**config.mk**
```make
export PLATFORM = sky130hd
export DESIGN_NAME = longest_prefix_route_lookup_core
export DESIGN_NICKNAME = d
export VERILOG_FILES = /design/src/rtl/lprl_pkg.sv /design/src/rtl/lprl_ctrl.sv /design/src/rtl/lprl_datapath.sv /design/src/rtl/longest_prefix_route_lookup_core.sv
export VERILOG_INCLUDE_DIRS = /design/src /design/src/rtl
export SDC_FILE = /design/constraint.sdc
export NUM_CORES = 2
export LEC_CHECK = 0
export BUFFER_PORTS_ARGS = -buffer_cell sky130_fd_sc_hd__clkbuf_2
export CAP_MARGIN = 20
export CORE_UTILIZATION = 45
export CTS_CLUSTER_DIAMETER = 200
export DETAILED_ROUTE_END_ITERATION = 7
export GPL_TIMING_DRIVEN = 0
export PLACE_DENSITY = 0.59
export SLEW_MARGIN = 30
export SYNTH_ARGS = -nofsm -noshare
export SYNTH_HDL_FRONTEND = slang
export SYNTH_HIERARCHICAL = 1
export SYNTH_SLANG_ARGS = --single-unit
```
**constraint.sdc**
```tcl
create_clock -name clk_i -period 33.2 [get_ports clk_i]
set_input_delay 3.32 -clock clk_i [delete_from_list [all_inputs] [get_ports clk_i]]
set_output_delay 3.32 -clock clk_i [all_outputs]
set_load 0.02 [all_outputs]
```
**src/rtl/longest_prefix_route_lookup_core_assert.svh**
```systemverilog
// Assertion macros shared by the route lookup modules.
// Each macro places one concurrent assertion that reports through $error.
`ifndef LONGEST_PREFIX_ROUTE_LOOKUP_CORE_ASSERT_SVH
`define LONGEST_PREFIX_ROUTE_LOOKUP_CORE_ASSERT_SVH

// Same-cycle implication.
`define LPRL_ASSERT_NOW(label, clk, rst_n, ante, cons, msg) \
  label: assert property (@(posedge clk) disable iff (!rst_n) (ante) |-> (cons)) \
    else $error(msg);

// Next-cycle implication.
`define LPRL_ASSERT_NEXT(label, clk, rst_n, ante, cons, msg) \
  label: assert property (@(posedge clk) disable iff (!rst_n) (ante) |=> (cons)) \
    else $error(msg);

`endif

```
**src/rtl/lprl_pkg.sv**
```systemverilog
// ----------------------------------------------------------------------------
// lprl_pkg
// Shared constants, command and status types and the popcount function of
// the longest-prefix route lookup block.
// ----------------------------------------------------------------------------
`timescale 1ns / 1ps

package lprl_pkg;

  localparam int TABLE_DEPTH = 16;
  localparam int IDX_W       = (TABLE_DEPTH > 1) ? $clog2(TABLE_DEPTH) : 1;
  localparam int ADDR_W      = 32;
  localparam int PORT_W      = 4;
  localparam int LEN_W       = 6;
  localparam int ENTRY_IDX_W = 4;
  localparam int HIDX_W      = 4;

  // Item kinds carried by func
  localparam logic FUNC_WRITE  = 1'b0;
  localparam logic FUNC_LOOKUP = 1'b1;

  typedef struct packed {
    logic             wr_en;     // store or clear one slot from the input item
    logic             start;     // latch lookup address, clear best match
    logic             rd_en;     // read one slot for the scan
    logic [IDX_W-1:0] rd_idx;
    logic             load_out;  // load the result register
    logic             out_zero;  // result is the all-zero write reply
  } lprl_cmd_t;

  typedef struct packed {
    logic out_free;              // result register empty or being taken
  } lprl_status_t;

  // Adder tree: 16 pairs, 8 quads, 4 octets, 2 halves, total.
  function automatic logic [LEN_W-1:0] popcount32(input logic [ADDR_W-1:0] v);
    logic [1:0] p1 [16];
    logic [2:0] p2 [8];
    logic [3:0] p3 [4];
    logic [4:0] p4 [2];
    for (int i = 0; i < 16; i++) begin
      p1[i] = {1'b0, v[2*i]} + {1'b0, v[2*i+1]};
    end
    for (int i = 0; i < 8; i++) begin
      p2[i] = {1'b0, p1[2*i]} + {1'b0, p1[2*i+1]};
    end
    for (int i = 0; i < 4; i++) begin
      p3[i] = {1'b0, p2[2*i]} + {1'b0, p2[2*i+1]};
    end
    for (int i = 0; i < 2; i++) begin
      p4[i] = {1'b0, p3[2*i]} + {1'b0, p3[2*i+1]};
    end
    return {1'b0, p4[0]} + {1'b0, p4[1]};
  endfunction

endpackage

```
**src/rtl/lprl_ctrl.sv**
```systemverilog
// ----------------------------------------------------------------------------
// lprl_ctrl
// Sequencer: takes items, steps the table scan, hands results to the
// datapath's output register.
// ----------------------------------------------------------------------------
`timescale 1ns / 1ps
`include "longest_prefix_route_lookup_core_assert.svh"

module lprl_ctrl (
  input  logic                            clk_i,
  input  logic                            rst_ni,
  input  logic                            in_valid_i,
  output logic                            in_stall_o,
  input  logic                            func_i,
  input  logic [lprl_pkg::ENTRY_IDX_W-1:0] entry_index_i,
  input  lprl_pkg::lprl_status_t          status_i,
  output lprl_pkg::lprl_cmd_t             cmd_o
);

  localparam logic [1:0] ST_IDLE  = 2'd0;
  localparam logic [1:0] ST_SCAN  = 2'd1;
  localparam logic [1:0] ST_DRAIN = 2'd2;
  localparam logic [1:0] ST_DONE  = 2'd3;

  localparam logic [lprl_pkg::IDX_W-1:0] LAST_IDX =
    lprl_pkg::IDX_W'(lprl_pkg::TABLE_DEPTH - 1);

  logic [1:0]                  state_q, state_d;
  logic [lprl_pkg::IDX_W-1:0]  cnt_q, cnt_d;
  logic                        is_write_q, is_write_d;
  logic                        accept;
  logic                        in_range;

  assign in_stall_o = (state_q != ST_IDLE);
  assign accept     = in_valid_i && !in_stall_o;
  assign in_range   = (32'(entry_index_i) < 32'(lprl_pkg::TABLE_DEPTH));

  always_comb begin
    state_d         = state_q;
    cnt_d           = cnt_q;
    is_write_d      = is_write_q;
    cmd_o           = '0;
    cmd_o.rd_idx    = cnt_q;
    cmd_o.out_zero  = is_write_q;
    unique case (state_q)
      ST_IDLE: begin
        if (accept) begin
          if (func_i == lprl_pkg::FUNC_LOOKUP) begin
            cmd_o.start = 1'b1;
            cnt_d       = '0;
            is_write_d  = 1'b0;
            state_d     = ST_SCAN;
          end else begin
            cmd_o.wr_en = in_range;
            is_write_d  = 1'b1;
            state_d     = ST_DONE;
          end
        end
      end
      ST_SCAN: begin
        cmd_o.rd_en = 1'b1;
        if (cnt_q == LAST_IDX) begin
          state_d = ST_DRAIN;
        end else begin
          cnt_d = cnt_q + 1'b1;
        end
      end
      ST_DRAIN: begin
        state_d = ST_DONE;
      end
      ST_DONE: begin
        if (status_i.out_free) begin
          cmd_o.load_out = 1'b1;
          state_d        = ST_IDLE;
        end
      end
      default: begin
        state_d = ST_IDLE;
      end
    endcase
  end

  always_ff @(posedge clk_i or negedge rst_ni) begin
    if (!rst_ni) begin
      state_q    <= ST_IDLE;
      cnt_q      <= '0;
      is_write_q <= 1'b0;
    end else begin
      state_q    <= state_d;
      cnt_q      <= cnt_d;
      is_write_q <= is_write_d;
    end
  end

  `LPRL_ASSERT_NOW(a_load_only_when_free, clk_i, rst_ni, cmd_o.load_out,
                   status_i.out_free, "result loaded into a busy output register")
  `LPRL_ASSERT_NEXT(a_lookup_starts_scan, clk_i, rst_ni,
                    accept && (func_i == lprl_pkg::FUNC_LOOKUP),
                    (state_q == ST_SCAN) && (cnt_q == '0), "lookup did not start at slot zero")
  `LPRL_ASSERT_NEXT(a_scan_ends_in_drain, clk_i, rst_ni,
                    (state_q == ST_SCAN) && (cnt_q == LAST_IDX),
                    state_q == ST_DRAIN, "scan ran past the last slot")

endmodule

```
**src/rtl/lprl_datapath.sv**
```systemverilog
// ----------------------------------------------------------------------------
// lprl_datapath
// Route table storage, match and length compare, best-match tracking and the
// result register.
// ----------------------------------------------------------------------------
`timescale 1ns / 1ps
`include "longest_prefix_route_lookup_core_assert.svh"

module lprl_datapath (
  input  logic                             clk_i,
  input  logic                             rst_ni,
  input  lprl_pkg::lprl_cmd_t              cmd_i,
  output lprl_pkg::lprl_status_t           status_o,
  input  logic [lprl_pkg::ENTRY_IDX_W-1:0] entry_index_i,
  input  logic                             entry_valid_i,
  input  logic [lprl_pkg::ADDR_W-1:0]      route_prefix_i,
  input  logic [lprl_pkg::ADDR_W-1:0]      route_mask_i,
  input  logic [lprl_pkg::ADDR_W-1:0]      route_gateway_i,
  input  logic [lprl_pkg::PORT_W-1:0]      route_port_i,
  input  logic [lprl_pkg::ADDR_W-1:0]      lookup_addr_i,
  output logic                             out_valid_o,
  input  logic                             out_stall_i,
  output logic                             hit_o,
  output logic [lprl_pkg::ADDR_W-1:0]      next_hop_o,
  output logic [lprl_pkg::PORT_W-1:0]      out_port_o,
  output logic [lprl_pkg::LEN_W-1:0]       prefix_len_o,
  output logic [lprl_pkg::HIDX_W-1:0]      hit_index_o
);

  localparam int DEPTH = lprl_pkg::TABLE_DEPTH;
  localparam int IW    = lprl_pkg::IDX_W;
  localparam int AW    = lprl_pkg::ADDR_W;
  localparam int PW    = lprl_pkg::PORT_W;
  localparam int LW    = lprl_pkg::LEN_W;

  logic [AW-1:0] prefix_mem [DEPTH];
  logic [AW-1:0] mask_mem   [DEPTH];
  logic [AW-1:0] gw_mem     [DEPTH];
  logic [PW-1:0] port_mem   [DEPTH];
  logic [DEPTH-1:0] valid_q;

  logic [IW-1:0] wr_idx;
  logic [AW-1:0] rd_pre_q, rd_mask_q, rd_gw_q;
  logic [PW-1:0] rd_port_q;
  logic          rd_vld_q;
  logic [IW-1:0] rd_idx_q;
  logic          eval_q;

  logic [AW-1:0] addr_q;
  logic          best_found_q;
  logic [LW-1:0] best_len_q;
  logic [AW-1:0] best_gw_q;
  logic [PW-1:0] best_port_q;
  logic [IW-1:0] best_idx_q;

  logic          match;
  logic [LW-1:0] cur_len;
  logic          take;
  logic          out_valid_q;

  assign wr_idx = IW'(entry_index_i);

  // Table: write from the input item, registered read for the scan.
  always_ff @(posedge clk_i) begin
    if (cmd_i.wr_en && entry_valid_i) begin
      prefix_mem[wr_idx] <= route_prefix_i;
      mask_mem[wr_idx]   <= route_mask_i;
      gw_mem[wr_idx]     <= route_gateway_i;
      port_mem[wr_idx]   <= route_port_i;
    end
    if (cmd_i.rd_en) begin
      rd_pre_q  <= prefix_mem[cmd_i.rd_idx];
      rd_mask_q <= mask_mem[cmd_i.rd_idx];
      rd_gw_q   <= gw_mem[cmd_i.rd_idx];
      rd_port_q <= port_mem[cmd_i.rd_idx];
      rd_vld_q  <= valid_q[cmd_i.rd_idx];
      rd_idx_q  <= cmd_i.rd_idx;
    end
  end

  always_ff @(posedge clk_i or negedge rst_ni) begin
    if (!rst_ni) begin
      valid_q <= '0;
      eval_q  <= 1'b0;
    end else begin
      if (cmd_i.wr_en) begin
        valid_q[wr_idx] <= entry_valid_i;
      end
      eval_q <= cmd_i.rd_en;
    end
  end

  assign match   = eval_q && rd_vld_q && (((rd_pre_q ^ addr_q) & rd_mask_q) == '0);
  assign cur_len = lprl_pkg::popcount32(rd_mask_q);
  assign take    = match && (!best_found_q || (cur_len > best_len_q));

  always_ff @(posedge clk_i) begin
    if (cmd_i.start) begin
      addr_q <= lookup_addr_i;
    end
    if (take) begin
      best_len_q  <= cur_len;
      best_gw_q   <= rd_gw_q;
      best_port_q <= rd_port_q;
      best_idx_q  <= rd_idx_q;
    end
  end

  always_ff @(posedge clk_i or negedge rst_ni) begin
    if (!rst_ni) begin
      best_found_q <= 1'b0;
    end else if (cmd_i.start) begin
      best_found_q <= 1'b0;
    end else if (take) begin
      best_found_q <= 1'b1;
    end
  end

  // Result register
  always_ff @(posedge clk_i or negedge rst_ni) begin
    if (!rst_ni) begin
      out_valid_q <= 1'b0;
    end else if (cmd_i.load_out) begin
      out_valid_q <= 1'b1;
    end else if (out_valid_q && !out_stall_i) begin
      out_valid_q <= 1'b0;
    end
  end

  always_ff @(posedge clk_i) begin
    if (cmd_i.load_out) begin
      if (cmd_i.out_zero || !best_found_q) begin
        hit_o        <= 1'b0;
        next_hop_o   <= '0;
        out_port_o   <= '0;
        prefix_len_o <= '0;
        hit_index_o  <= '0;
      end else begin
        hit_o        <= 1'b1;
        next_hop_o   <= (best_gw_q != '0) ? best_gw_q : addr_q;
        out_port_o   <= best_port_q;
        prefix_len_o <= best_len_q;
        hit_index_o  <= lprl_pkg::HIDX_W'(best_idx_q);
      end
    end
  end

  assign out_valid_o       = out_valid_q;
  assign status_o.out_free = !out_valid_q || !out_stall_i;

  `LPRL_ASSERT_NEXT(a_write_reply_misses, clk_i, rst_ni, cmd_i.load_out && cmd_i.out_zero,
                    out_valid_q && !hit_o, "write reply carries a hit")
  `LPRL_ASSERT_NEXT(a_start_clears_best, clk_i, rst_ni, cmd_i.start,
                    !best_found_q, "best match survived a new lookup")
  `LPRL_ASSERT_NOW(a_len_in_range, clk_i, rst_ni, out_valid_q && hit_o,
                   prefix_len_o <= LW'(AW), "prefix length above address width")

endmodule

```
**src/rtl/longest_prefix_route_lookup_core.sv**
```systemverilog
// ----------------------------------------------------------------------------
// longest_prefix_route_lookup_core
// IPv4 route table with longest-prefix lookup over sixteen slots.
// ----------------------------------------------------------------------------
// Usage:
//   Input channel (in_valid_i / in_stall_o) carries one item per handshake.
//   func_i selects a route write or an address lookup. A write stores or
//   clears the slot given by entry_index_i in the accept cycle; an index
//   outside the table is dropped. A lookup reads one slot per cycle through
//   a registered table port and holds the input through its steps: accept,
//   a read of each slot, one compare and one load.
//   A write goes from accept straight to the result load.
//   Output channel (out_valid_o / out_stall_i) returns exactly one result
//   per item; writes and misses return all-zero fields.
//   The result register decouples the sides: a new item is taken while an
//   old result still waits. When the receiver stalls, the result holds and
//   a finished lookup waits in its last step until the register frees up.
//   Reset clears all slot valid bits at once; no clearing pass is needed.
// ----------------------------------------------------------------------------
`timescale 1ns / 1ps

module longest_prefix_route_lookup_core (
  input  logic                             clk_i,
  input  logic                             rst_ni,
  input  logic                             in_valid_i,
  output logic                             in_stall_o,
  input  logic                             func_i,
  input  logic [lprl_pkg::ENTRY_IDX_W-1:0] entry_index_i,
  input  logic                             entry_valid_i,
  input  logic [lprl_pkg::ADDR_W-1:0]      route_prefix_i,
  input  logic [lprl_pkg::ADDR_W-1:0]      route_mask_i,
  input  logic [lprl_pkg::ADDR_W-1:0]      route_gateway_i,
  input  logic [lprl_pkg::PORT_W-1:0]      route_port_i,
  input  logic [lprl_pkg::ADDR_W-1:0]      lookup_addr_i,
  output logic                             out_valid_o,
  input  logic                             out_stall_i,
  output logic                             hit_o,
  output logic [lprl_pkg::ADDR_W-1:0]      next_hop_o,
  output logic [lprl_pkg::PORT_W-1:0]      out_port_o,
  output logic [lprl_pkg::LEN_W-1:0]       prefix_len_o,
  output logic [lprl_pkg::HIDX_W-1:0]      hit_index_o
);

  // Commands flow from the sequencer to the datapath; only the
  // result-register status flows back.
  lprl_pkg::lprl_cmd_t    cmd;
  lprl_pkg::lprl_status_t status;

  lprl_ctrl u_ctrl (
    .clk_i         (clk_i),
    .rst_ni        (rst_ni),
    .in_valid_i    (in_valid_i),
    .in_stall_o    (in_stall_o),
    .func_i        (func_i),
    .entry_index_i (entry_index_i),
    .status_i      (status),
    .cmd_o         (cmd)
  );

  lprl_datapath u_datapath (
    .clk_i           (clk_i),
    .rst_ni          (rst_ni),
    .cmd_i           (cmd),
    .status_o        (status),
    .entry_index_i   (entry_index_i),
    .entry_valid_i   (entry_valid_i),
    .route_prefix_i  (route_prefix_i),
    .route_mask_i    (route_mask_i),
    .route_gateway_i (route_gateway_i),
    .route_port_i    (route_port_i),
    .lookup_addr_i   (lookup_addr_i),
    .out_valid_o     (out_valid_o),
    .out_stall_i     (out_stall_i),
    .hit_o           (hit_o),
    .next_hop_o      (next_hop_o),
    .out_port_o      (out_port_o),
    .prefix_len_o    (prefix_len_o),
    .hit_index_o     (hit_index_o)
  );

endmodule
```
# Yosys cells after proc, flatten, opt, wreduce, memory -nomap -nowiden
# Memories as Yosys holds them, arrays and structs flattened. A register that Yosys moved wholly into a read port is not among the register bits.
# Index checks and enable logic that the tools add are counted.
[op_classes]
add_sub_neg = 32
n_lt_le_gt_ge = 4
eq_ne = 9
n_mux = 29
n_bitwise = 2
n_reduce_logical = 24
[op_table]
columns = ["op", "count"]
rows = [
  ["1-bit by 1-bit adder with 2-bit output", 16],
  ["32-bit AND", 1],
  ["32-bit zero test", 1],
  ["32-bit 2-to-1 mux", 1],
  ["32-bit nonzero test", 1],
  ["32-bit XOR", 1],
  ["2-bit by 2-bit adder with 3-bit output", 8],
  ["3-bit by 3-bit adder with 4-bit output", 4],
  ["16-bit bitwise mux", 1],
  ["1-bit 2-to-1 mux", 14],
  ["2-bit 2-to-1 mux", 6],
  ["4-bit 2-to-1 mux", 3],
  ["4-bit by 4-bit adder with 5-bit output", 2],
  ["4-bit by 5-bit < comparator with 1-bit output, second input constant", 2],
  ["2-bit one-hot mux with 4 select lines", 1],
  ["4-bit one-hot mux with 2 select lines", 1],
  ["2-bit nonzero test", 4],
  ["1-bit logical AND", 7],
  ["5-bit by 5-bit adder with 6-bit output", 1],
  ["6-bit greater-than comparator", 1],
  ["2-bit != test, second input constant", 3],
  ["4-bit by 1-bit adder with 4-bit output, second input constant", 1],
  ["1-bit binary-select mux with 4-bit select", 1],
  ["1-bit demux with 4-bit select", 1],
  ["other kinds (11)", 18],
]
[totals]
regBits = 156
ramBits = 1600
input_bits = 142
out_inout_bits = 49
wordCells = 123
memories = 4
[memory_table]
columns = ["memory", "words", "width", "rd", "rd_ports_with_merged_regs", "write_ports", "line", "text"]
rows = [
  ["u_datapath.gw_mem", 16, 32, 1, 1, 1, "lprl_datapath.sv:38", "logic [AW-1:0] gw_mem [DEPTH];"],
  ["u_datapath.mask_mem", 16, 32, 1, 1, 1, "lprl_datapath.sv:37", "logic [AW-1:0] mask_mem [DEPTH];"],
  ["u_datapath.prefix_mem", 16, 32, 1, 1, 1, "lprl_datapath.sv:36", "logic [AW-1:0] prefix_mem [DEPTH];"],
  ["u_datapath.port_mem", 16, 4, 1, 1, 1, "lprl_datapath.sv:39", "logic [PW-1:0] port_mem [DEPTH];"],
]

# Depth between registers and ports, before layout
[depth]
word_depth = 10
ltp_mapped = 19
mapped_depth_nobuf = 19

# By module
# Netlist, hierarchy kept.
[modules_own_cells]
columns = ["module", "n_inst", "cells_each", "area_each_um2", "seq_area_each_um2"]
rows = [
  ["lprl_datapath", 1, 2820, 69796.9, 55428.2],
  ["lprl_ctrl", 1, 55, 499.2, 175.2],
]

# Least setup slack after synthesis
# No wires, ideal clock.
[synth_path]
path_type = "reg2reg"
startpoint = "register u_datapath.rd_mask_q[17], read port of u_datapath.mask_mem"
endpoint = "register u_datapath.best_gw_q[0], enable pin"
arrival_ns = 12.278
path_slack_ns = 20.226
stages_incl_launch_ff = 19
n_path_buf = 0
period_less_slack_ns = 12.974
cell_sequence = "edfxtp_1 -> fa_1 -> inv_1 -> fa_1 -> fa_1 -> fa_1 -> fa_1 -> fa_1 -> inv_1 -> ha_1 -> fa_1 -> a21o_1 -> a21oi_1 -> xnor2_1 -> ha_1 -> nand4_1 -> nor2_1 -> o32ai_1 -> a2111oi_0"
[synth_via]
elab_chain_cells = 8
word_cells_on_any_way = 11
classes_between = "add/sub: 5; order compare: 1; bitwise: 1; reduce/logical: 4"
[synth_lines]
columns = ["item", "line", "text"]
rows = [
  ["from (decl)", "lprl_datapath.sv:43", "logic [AW-1:0] rd_pre_q, rd_mask_q, rd_gw_q;"],
  ["1-bit by 1-bit adder with 2-bit output", "lprl_pkg.sv:42", "p1[i] = {1'b0, v[2*i]} + {1'b0, v[2*i+1]};"],
  ["2-bit by 2-bit adder with 3-bit output", "lprl_pkg.sv:45", "p2[i] = {1'b0, p1[2*i]} + {1'b0, p1[2*i+1]};"],
  ["3-bit by 3-bit adder with 4-bit output", "lprl_pkg.sv:48", "p3[i] = {1'b0, p2[2*i]} + {1'b0, p2[2*i+1]};"],
  ["4-bit by 4-bit adder with 5-bit output", "lprl_pkg.sv:51", "p4[i] = {1'b0, p3[2*i]} + {1'b0, p3[2*i+1]};"],
  ["5-bit by 5-bit adder with 6-bit output", "lprl_pkg.sv:53", "return {1'b0, p4[0]} + {1'b0, p4[1]};"],
  ["via u_datapath.cur_len[4]", "lprl_datapath.sv:57", "logic [LW-1:0] cur_len;"],
  ["6-bit greater-than comparator", "lprl_datapath.sv:95", "assign take = match && (!best_found_q || (cur_len > best_len_q));"],
  ["1-bit logical OR", "lprl_datapath.sv:95", ""],
  ["1-bit logical AND", "lprl_datapath.sv:95", ""],
  ["via u_datapath.take", "lprl_datapath.sv:58", "logic take;"],
  ["to (signal assigned)", "lprl_datapath.sv:103", "best_gw_q <= rd_gw_q;"],
  ["to (decl)", "lprl_datapath.sv:52", "logic [AW-1:0] best_gw_q;"],
]
# The timed path passes the listed nets, and every way through them passes these cells.
# A chain may end at the register's enable or synchronous reset.

# Final worst setup path
[layout_path]
startpoint = "register u_datapath.rd_mask_q[17], read port of u_datapath.mask_mem"
endpoint = "register u_datapath.best_gw_q[8], enable pin"
# Same word-level chain as after synthesis.

==> results_dict.tcl <==
set metrics [dict create \
    status "complete, no violations" \
    timing.setup.tns_ps 0 \
    synth_area_um2 70300 \
    cts-root-buf "clkbuf_16" \
    ys_types 51 \
    fp.dieH_um 397 \
    cpMostUsedCell "fa_1" \
    synth-edff-count 1830 \
    cts_resized 0 \
    hold_violations 0 \
    async_reset_ff_frac 0.0140 \
    arrival_ps 8610 \
    first_iter_violations 4901 \
    dpl.hpwl_mm 130 \
    end_kind "register" \
    grt_pass1_vias 33900 \
    start_kind "register" \
    rows 144 \
    crit_buf_inv 9 \
    io_pins 191 \
    synth.most_common_cell "edfxtp_1" \
    hold_start "u_datapath/rd_port_q[0]" \
    htreeDepth 4 \
    wl_met1_mm 77.6 \
    setup_violations 0 \
    r2r_slack_ps 25080 \
    ys.flop_type "edfxtp_1" \
    synth_area_leaders "edfxtp_1 78%, mux4_2 16%, dfrtp_1 0.93%, fa_1 0.68%, xor2_1 0.41%" \
    synthCells 2875 \
    fmax_ghz 0.123 \
    die_area_um2 158000 \
    vdd_drop_max_v 0.000381 \
    ys_seq_elements 1856 \
    synthTopCellsByCount "1,830 x edfxtp_1, 505 x mux4_2, 64 x clkbuf_1" \
    top_layer_used "met5" \
    reg2reg_from "u_datapath/rd_mask_q[17]" \
    crit_fanout 6 \
    required_ps 33700 \
    skew_ps 35.9 \
    start_util 0.455 \
    critPathSlowestCell "a2111oi_2" \
    crit_path_start "u_datapath/rd_mask_q[17]" \
    finalPower_mw 7.36 \
    ctsHoldBuffers 0 \
    globalRoute.totalOverflow 0 \
    drive_above_1_share 0.337 \
    drv_slew 0 \
    first_pass_iters 7 \
    path_class "register to register" \
    routedWlPerCell_um 33.9 \
    hold_class "register to register" \
    vias_per_cell 6.05 \
    maxCapViolations 0 \
    slowest_delay_ps 890 \
    synth_warnings 6 \
    wl_met2_mm 88.7 \
    holdPathStages 0 \
    cp.depth 25 \
    cts-buffers-inserted 183 \
    grt_setup_unrepaired "false" \
    final.min_clock_period_ps 8120 \
    reg2regPathDepth 25 \
    postSynthAreaPerCell_um2 24.5 \
    ys_seq_area_frac 0.791 \
    power-per-cell-area_nw_per_um2 87.7 \
    drc 0 \
    grt_max_degree 46 \
    yosysTopAreaCell "edfxtp_1" \
    clk_pin_slew_ps 60 \
    met3_length_mm 19.8 \
    slew_headroom 0.299 \
    dieWidth_um 397 \
    syn_nets 3060 \
    cpLargestDelayFamily "adder cells" \
    coreArea_um2 155000 \
    vias 33900 \
    ant_nets 0 \
    grt_pass1_wl_mm 264 \
    cts_setup_buffers 0 \
    finalCritPeriodShare 0.244 \
    synth_top_area_frac 0.782 \
    worstMarginPinSlew_ps 1050 \
    drt_wl_total_mm 190 \
    cts_tree "built" \
    grt_antenna_before_repair 30 \
    place_congestion 0.874 \
    area.growth.synth_to_final_pct 19.3 \
    io_buffers 190 \
    p_leak_nw 26.8 \
    cts_max_path_buffers 3 \
    clk_latency_ps 820 \
    fillCellCount 11400 \
    fin_nets 3593 \
    clock_sinks 1856 \
    globalRouteTotalUtil 0.243 \
]
-- logic make-up after synthesis --
| kind of cell | after synthesis | share of synthesized area |
|---|---|---|
| flops | 1856 | 0.791 |
| buf+inv | 185 | 0.0128 |
| xor+xnor | 35 | 0.00436 |
| simple gates | 140 | 0.00943 |
| mux | 508 | 0.162 |
| compound gates | 108 | 0.00995 |
| fa+ha+maj | 43 | 0.0102 |
-- metrics by stage --
stage               cells  instance area (um^2)  hold slack, ps  setup slack [ps]  utilization
finish               5608                 83900             412             25080        0.543
floorplan            2875                 70300             400             20230            -
global placement     5109                 73800             408             14080        0.477
detailed placement   5267                 78000             405             25250        0.504
CTS                  5603                 83900             417             25180        0.542
global route         5606                 83900             420             24880        0.542
-- registers in the layout (all words and copies together), names as in the netlist, 6 cells and up --
| signal | count |
|---|---|
| u_datapath/addr_q | 32 |
| u_datapath/best_gw_q | 32 |
| u_datapath/best_len_q | 6 |
| u_datapath/gw_mem | 512 |
| u_datapath/mask_mem | 512 |
| u_datapath/next_hop_o | 32 |
| u_datapath/port_mem | 64 |
| u_datapath/prefix_len_o | 6 |
| u_datapath/prefix_mem | 512 |
| u_datapath/rd_gw_q | 32 |
| u_datapath/rd_mask_q | 32 |
| u_datapath/rd_pre_q | 32 |
| u_datapath/valid_q | 16 |
-- report_power, final --
group	switching [mW]	total, mW	internal [mW]
clock	0.860	2.03	1.17
combinational	1.36	2.47	1.10
sequential	0.0797	2.86	2.78
total	2.30	7.36	5.06
-- per-layer routing --
layer / up-vias / global-route usage
li1: 13400 / -
met1: 18400 / 0.353
met2: 1830 / 0.373
met3: 253 / 0.0619
met4: 22 / 0.0569
met5: - / 0
-- final cells by class --
cell class	instances	area [um^2]	area share
multi-input cells	834	13900	0.166
clock buffers	226	4860	0.0579
clock inverters	110	1020	0.0121
well taps	2044	2560	0.0305
diodes	5	12.5	0.000149
inverters	61	229	0.00273
flip-flops and latches	1856	55600	0.663
plain buffers	124	693	0.00827
repair buffers	348	4950	0.0591
-- path summary, 6_finish.rpt --
kind / endpoint
worst max-delay path: u_datapath/best_gw_q[8]
worst min-delay path: u_datapath/best_port_q[0]
worst max register to register: u_datapath/best_gw_q[8]
worst min register to register: u_datapath/best_port_q[0]
max in group asynchronous: u_datapath/valid_q[14]
min in group asynchronous: u_ctrl/state_q[1]
-- worst reg2reg max path: stages (launching register included) --
cell	delay, ps
edfxtp_1	480
fa_1	580
inv_1	50
fa_1	500
fa_1	440
fa_1	540
fa_1	440
fa_1	510
inv_1	50
ha_1	210
fa_1	470
a21o_1	200
a21oi_1	160
xnor2_1	110
ha_1	300
nand4_1	130
nor2_1	120
o32ai_1	160
a2111oi_2	900
buf_4	280
buf_2	190
buf_2	180
buf_2	200
buf_2	200
buf_2	210
buf_2	200
-- layout by cell type (no fill, tap or decap), drive strengths merged, types with 2 or more instances in the layout --
cell and n:
nor2 61, and2 10, clkbuf 481, nor2b 4, clkinvlp 10, a221oi 4, ha 19, bufinv 17
edfxtp 1830, nand2b 3, o211ai 2, mux4 505, a222oi 3, nand4 9, a22oi 17, mux2i 3
clkinv 75, xnor2 2, dfrtp 26, diode 5, a21oi 39, nand3 5, fa 24, a21o 13
o21ai 15, a2111oi 2, inv 69, xor2 33, nand2 30, a22o 4, nor4 9, buf 217
No activity file was read; power rests on OpenSTA's default activity.
